==> src/rtl/rpn_pkg.sv <==
package rpn_pkg;
  localparam int STACK_DEPTH_DEF = 8;
  localparam int DATA_W = 64;
  localparam int TOL_W = 63;
  localparam logic [63:0] TARGET_RESET = 64'd42949672960;
  localparam logic [62:0] TOL_RESET = 63'd4294967;
  localparam logic [63:0] MAX_POS = 64'h7FFF_FFFF_FFFF_FFFF;
  localparam logic [63:0] MIN_NEG = 64'h8000_0000_0000_0000;

  typedef enum logic [2:0] {
    ERR_NONE  = 3'd0,
    ERR_UNDER = 3'd1,
    ERR_FULL  = 3'd2,
    ERR_DIVZ  = 3'd3,
    ERR_OVF   = 3'd4
  } err_t;

  typedef enum logic [1:0] {
    OP_ADD = 2'd0,
    OP_SUB = 2'd1,
    OP_MUL = 2'd2,
    OP_DIV = 2'd3
  } op_t;

  localparam logic REG_TARGET = 1'b0;
  localparam logic REG_TOL = 1'b1;

  // controller -> datapath
  typedef struct packed {
    logic load_tok;   // capture input item
    logic push;       // write operand at count
    logic op_start;   // latch a, b and start arithmetic
    logic note_under; // operator with fewer than two entries
    logic mul_step;   // accumulate one partial product
    logic div_step;   // one quotient bit
    logic op_write;   // write arithmetic result, pop one
    logic finish;     // form result, clear stack
  } cmd_t;

  // datapath -> controller
  typedef struct packed {
    logic is_op;
    logic [1:0] op;
    logic last;
    logic full;
    logic few;
    logic divz;
    logic mul_done;
    logic div_done;
  } stat_t;
endpackage

==> src/rtl/rpn_ctrl.sv <==
module rpn_ctrl
  import rpn_pkg::*;
(
  input  logic  clk,
  input  logic  rst,
  input  logic  in_valid,
  output logic  in_ready,
  output logic  out_valid,
  input  logic  out_ready,
  input  stat_t st,
  output cmd_t  cmd
);
  typedef enum logic [2:0] {S_IDLE, S_DEC, S_MUL, S_DIV, S_WR, S_RD, S_FIN} state_t;
  state_t state;

  assign in_ready = (state == S_IDLE) && !(out_valid && !out_ready);

  always_comb begin
    cmd = '0;
    cmd.load_tok = in_valid && in_ready;
    unique case (state)
      S_DEC: begin
        if (!st.is_op) cmd.push = 1'b1;
        else if (!st.few) cmd.op_start = 1'b1;
        else cmd.note_under = 1'b1;
      end
      S_MUL: cmd.mul_step = 1'b1;
      S_DIV: cmd.div_step = 1'b1;
      S_WR: cmd.op_write = 1'b1;
      S_FIN: cmd.finish = !(out_valid && !out_ready);
      default: ;
    endcase
  end

  always_ff @(posedge clk) begin
    if (rst) begin
      state <= S_IDLE;
      out_valid <= 1'b0;
    end else begin
      out_valid <= cmd.finish || (out_valid && !out_ready);
      unique case (state)
        S_IDLE: if (cmd.load_tok) state <= S_DEC;
        S_DEC: begin
          if (st.is_op && !st.few) begin
            priority if (st.op == OP_MUL) state <= S_MUL;
            else if (st.op == OP_DIV && !st.divz) state <= S_DIV;
            else state <= S_WR;
          end else state <= st.last ? S_RD : S_IDLE;
        end
        S_MUL: if (st.mul_done) state <= S_WR;
        S_DIV: if (st.div_done) state <= S_WR;
        S_WR: state <= st.last ? S_RD : S_IDLE;
        // registered top-of-stack read settles
        S_RD: state <= S_FIN;
        S_FIN: if (cmd.finish) state <= S_IDLE;
        default: state <= S_IDLE;
      endcase
    end
  end
endmodule

==> config.mk <==
export PLATFORM = sky130hd
export DESIGN_NAME = rpn_ctrl
export DESIGN_NICKNAME = d
export VERILOG_FILES = /design/src/rtl/rpn_pkg.sv /design/src/rtl/rpn_ctrl.sv
export SDC_FILE = /design/constraint.sdc
export NUM_CORES = 1
export LEC_CHECK = 0
export BUFFER_PORTS_ARGS = -buffer_cell sky130_fd_sc_hd__buf_2
export CORE_AREA = 2 2 39 41
export DETAILED_ROUTE_END_ITERATION = 8
export DIE_AREA = 0 0 41 43
export SETUP_SLACK_MARGIN = 0.3
export SYNTH_ARGS = -nofsm -noshare
export SYNTH_HDL_FRONTEND = slang
export SYNTH_SLANG_ARGS = --single-unit
==> constraint.sdc <==
create_clock -name clk -period 1.4 [get_ports clk]
set_input_delay 0.28 -clock clk [delete_from_list [all_inputs] [get_ports clk]]
set_output_delay 0.28 -clock clk [all_outputs]
set_load 0.01 [all_outputs]
Word-level counts from Yosys, hierarchy flattened --
Index checks and enable logic that the tools add are counted.
Storage, ports and cells: flip-flop bits (word level) 4, input port bits 13, logic and storage cells 44
Cells by class: equal/unequal tests 12, multiplexer cells 18, reduce and logical (&&, ||, !) cells 12
Operators by type and width (number):
- 3-bit 2-to-1 mux | 9
- 3-bit one-hot mux with 7 select lines | 1
- 3-bit == test (second input constant) | 3
- 2-bit != test (second input constant) | 4
- 1-bit 2-to-1 mux | 7
- 3-bit by 2-bit == test with 1-bit output (second input constant) | 2
- 1-bit logical AND | 5
- 2-bit == test (second input constant) | 2
- 1-bit zero test | 4
- 4-bit AND reduction | 1
- 3-bit by 1-bit == test with 1-bit output (second input constant) | 1
- 3-bit zero test | 1
- 2-bit 2-to-1 mux | 1
- 1-bit logical OR | 1

Depth between registers and ports, before layout --
depth after elaboration 7, mapped depth 5, depth with buffers taken out 4

Least setup slack after synthesis --
OpenSTA, ideal clock, no wires.
kind reg2out, start reg state[2], end out cmd[7] (netlist bit), arrival time 1.042 ns, data required time 1.120 ns, slack 0.078 ns, cell stages (with the launch flop) 4, path buffers 1, cell sequence dfxtp_1 buf_6 nor2_1 nor4b_1
RTL lines:
- from (decl) | RTL line rpn_ctrl.sv:14 | state_t state;
- from (signal assigned) | RTL line rpn_ctrl.sv:48 | end else state <= st.last ? S_RD : S_IDLE;
- from (signal assigned) | RTL line rpn_ctrl.sv:52 | S_WR: state <= st.last ? S_RD : S_IDLE;
- to (decl) | RTL line rpn_ctrl.sv:11 | output cmd_t cmd

==> results.md <==
- Outcome: finished with violations
- Violated checks: negative setup slack
- Max FO, Critical Path: 4
- Worst vdd ir: between 0.0005 and 0.0006 V
- Diode count: 0
- Root buf cell: clkbuf_4
- Worst path required time: about 1.1 ns
- Most frequent cells in the layout: buf_2 (18), buf_6 (6), buf_4 (6)
- CTS Sinks: 4
- Via count: 489
- Die area: about 1800 um^2
- Initial DRC Count: 3
- DRC: 0
- Worst skew pair latency: approximately 0.23 ns
- Inserted Clock Buffers: 3
- Fill count: ~140
- CTS Hold Bufs: 0
- Pwr Density: about 750 nW/um^2
- Fin area: about 700 um^2
- DP Wirelength: approximately 830 um
- Initial core utilization: a little under a third
- Post-synth top area cell: dfxtp_1
- Synth cell types: 30
- Slew headroom: between 80% and 90%
- Net Count, Synth: between 60 and 70
- Final setup violation count: 1
- Dpl cell area: 578 um^2
- Layout cell share with drive strength beyond 1: just over 60%
- Clock transition at path regs: 0.04 ns
- IO Count: 23
- Num rows: 14
- GR Overflow Total: 0
- Pre-antenna DRT Iters: 4
- Area Growth Syn to Fin: 70.3%
- TNS Setup: -0.00162 ns
- Initial antenna violation count: 0
- Final cell count without fillers: 100
- Seq/Total Area, Yosys: 19.2%
- Setup ws final: -0.00162 ns
- Synth top area cells: dfxtp_1 (19%), nor2_1 (8.1%), buf_6 (5.4%)
- Core Util, Final: 51.3%
- Synthesized cell area: roughly 420 um^2
- Clk buf depth: 2
- Max cap viols: 0
- Slew Limit Fails: 0
- Final min period: 1.40 ns
- CP arrival: between 1 and 1.5 ns
- Mapped Avg Cell Area: 7.72 um^2
- CTS H-tree depth: 1
- Fmax: 713 MHz
- Placed Cells: 92
- Worst-margin pin slew: around 0.23 ns
- Vias in the first global route: roughly 430
- Element type at the critical path end: primary output
- Cells along the critical path: and2b_2 -> nor4b_4 -> buf_2
- Die Wd: approximately 41 um
- Synth warn: 0
- Hold Crit Class: in2reg
- Largest net degree at the start of global routing: 9
- Routed wire per std cell: 11.1 um
- Most common cell after layout, fill and taps aside: buf_2
- DIE HEIGHT: 43 um
- Final WL: approximately 1.1 mm
- RSZ-0062 raised after global routing: true
- Pleak: roughly 0.35 nW
- Slowest CP cell: dfxtp_2
- Synth Instances: 54
- Seq cells post-synth: 4
- Final hold vios: 0
- Tot Pwr: 530 uW
- IO buf count: 21
- First-pass GRT wire length: approximately 1.8 mm
- Final antenna-violating net count: 0
- Core footprint: ~1400 um^2
- Post-DR vias/cell: between 4 and 5
- CP Class: reg2out
- Nets: 99
- Critical Path Source Type: register
- All-layer global routing usage: about 15%
- Yosys top cell area share: roughly a fifth
- Worst Skew: between 0.001 and 0.0015 ns
- Tcrit/Tclk final: 100%
- CP peak stage delay: roughly 0.31 ns
- Gpl congestion: approximately 0.76
- CTS tree: yes
[power by group]
part / switching [mW] / internal, mW
Clock: 0.0483 / 0.0960
Combinational: 0.113 / 0.129
Sequential: 0.0184 / 0.124
Total: 0.180 / 0.350
[per-layer routing]
layer / up-vias / share of wire, % / global-route usage, % / wire, um
met5: - / 0 / 0 / 0
met3: 0 / 6.0 / 6.28 / 67
li1: 255 / - / - / -
met4: 0 / 0 / 4.00 / 0
met2: 17 / 52 / 24.4 / 571
met1: 217 / 42 / 18.3 / 469
[Yosys cell counts]
cell,n
o21ai_1,1
or2_0,1
nand4bb_1,1
nor2_1,9
dfxtp_1,4
a31o_1,1
nor2b_1,1
nand2_1,4
a21boi_1,1
a22oi_2,1
a311oi_1,1
or2b_1,1
o221ai_1,1
nand3_1,2
clkbuf_8,1
o221a_1,1
buf_6,2
nand2b_1,3
a32oi_1,1
nor3b_1,1
nor3_1,1
a311oi_2,1
o21ai_0,1
nor3_4,1
nor4b_1,1
and2b_1,2
nand3b_2,1
and3_1,1
a21oi_1,3
inv_1,4
[what timing repair did]
action	in CTS	in global routing
setup endpoints to repair	12	13
resized for setup	10	10
buffers inserted	5	0
pin swaps	5	7
[worst max-delay path: cells and delay by family, from the launching register on]
kind | cells | cell delay [ns]
DFF | 1 | 0.31
buffers and inverters | 1 | 0.16
and+or+nand+nor | 2 | 0.43
[final timing paths]
path               end  startpoint  slack (ns)  cells after the start
min reg2reg  out_valid    state[1]        0.58                      2
min           state[2]         rst        0.25                      2
max reg2reg   state[1]    state[2]        0.22                      4
max             cmd[7]   out_valid      -0.002                      3
[final cells by class]
cell class / count / area (um^2) / share of cell area, %
Tap cell: 16 / 20.0 / 2.82
Inverter: 4 / 15.0 / 2.12
Sequential cell: 4 / 90.1 / 12.7
Timing Repair Buffer: 30 / 203 / 28.6
Multi-Input combinational cell: 43 / 359 / 50.6
Clock buffer: 3 / 22.5 / 3.17
[registers in the layout, indices dropped and copies added (netlist names)]
| register | flops |
|---|---|
| state | 3 |
| out_valid | 1 |
[through the flow]
stage	hold WS [ns]	worst slack, ns
final	0.253	-0.00162
after global routing	0.231	-0.0811
after CTS	0.251	-0.0136
after detailed placement	0.505	0.0686
after global placement	0.505	0.0933
after floorplan	0.348	0.298
[cell families after synthesis]
logic type,Yosys count,share of synthesized area (%)
flops,4,19.2
compound gates,13,25.5
buf+inv,7,12.3
simple gates,30,42.9
Power figures use the tool's default switching activity.
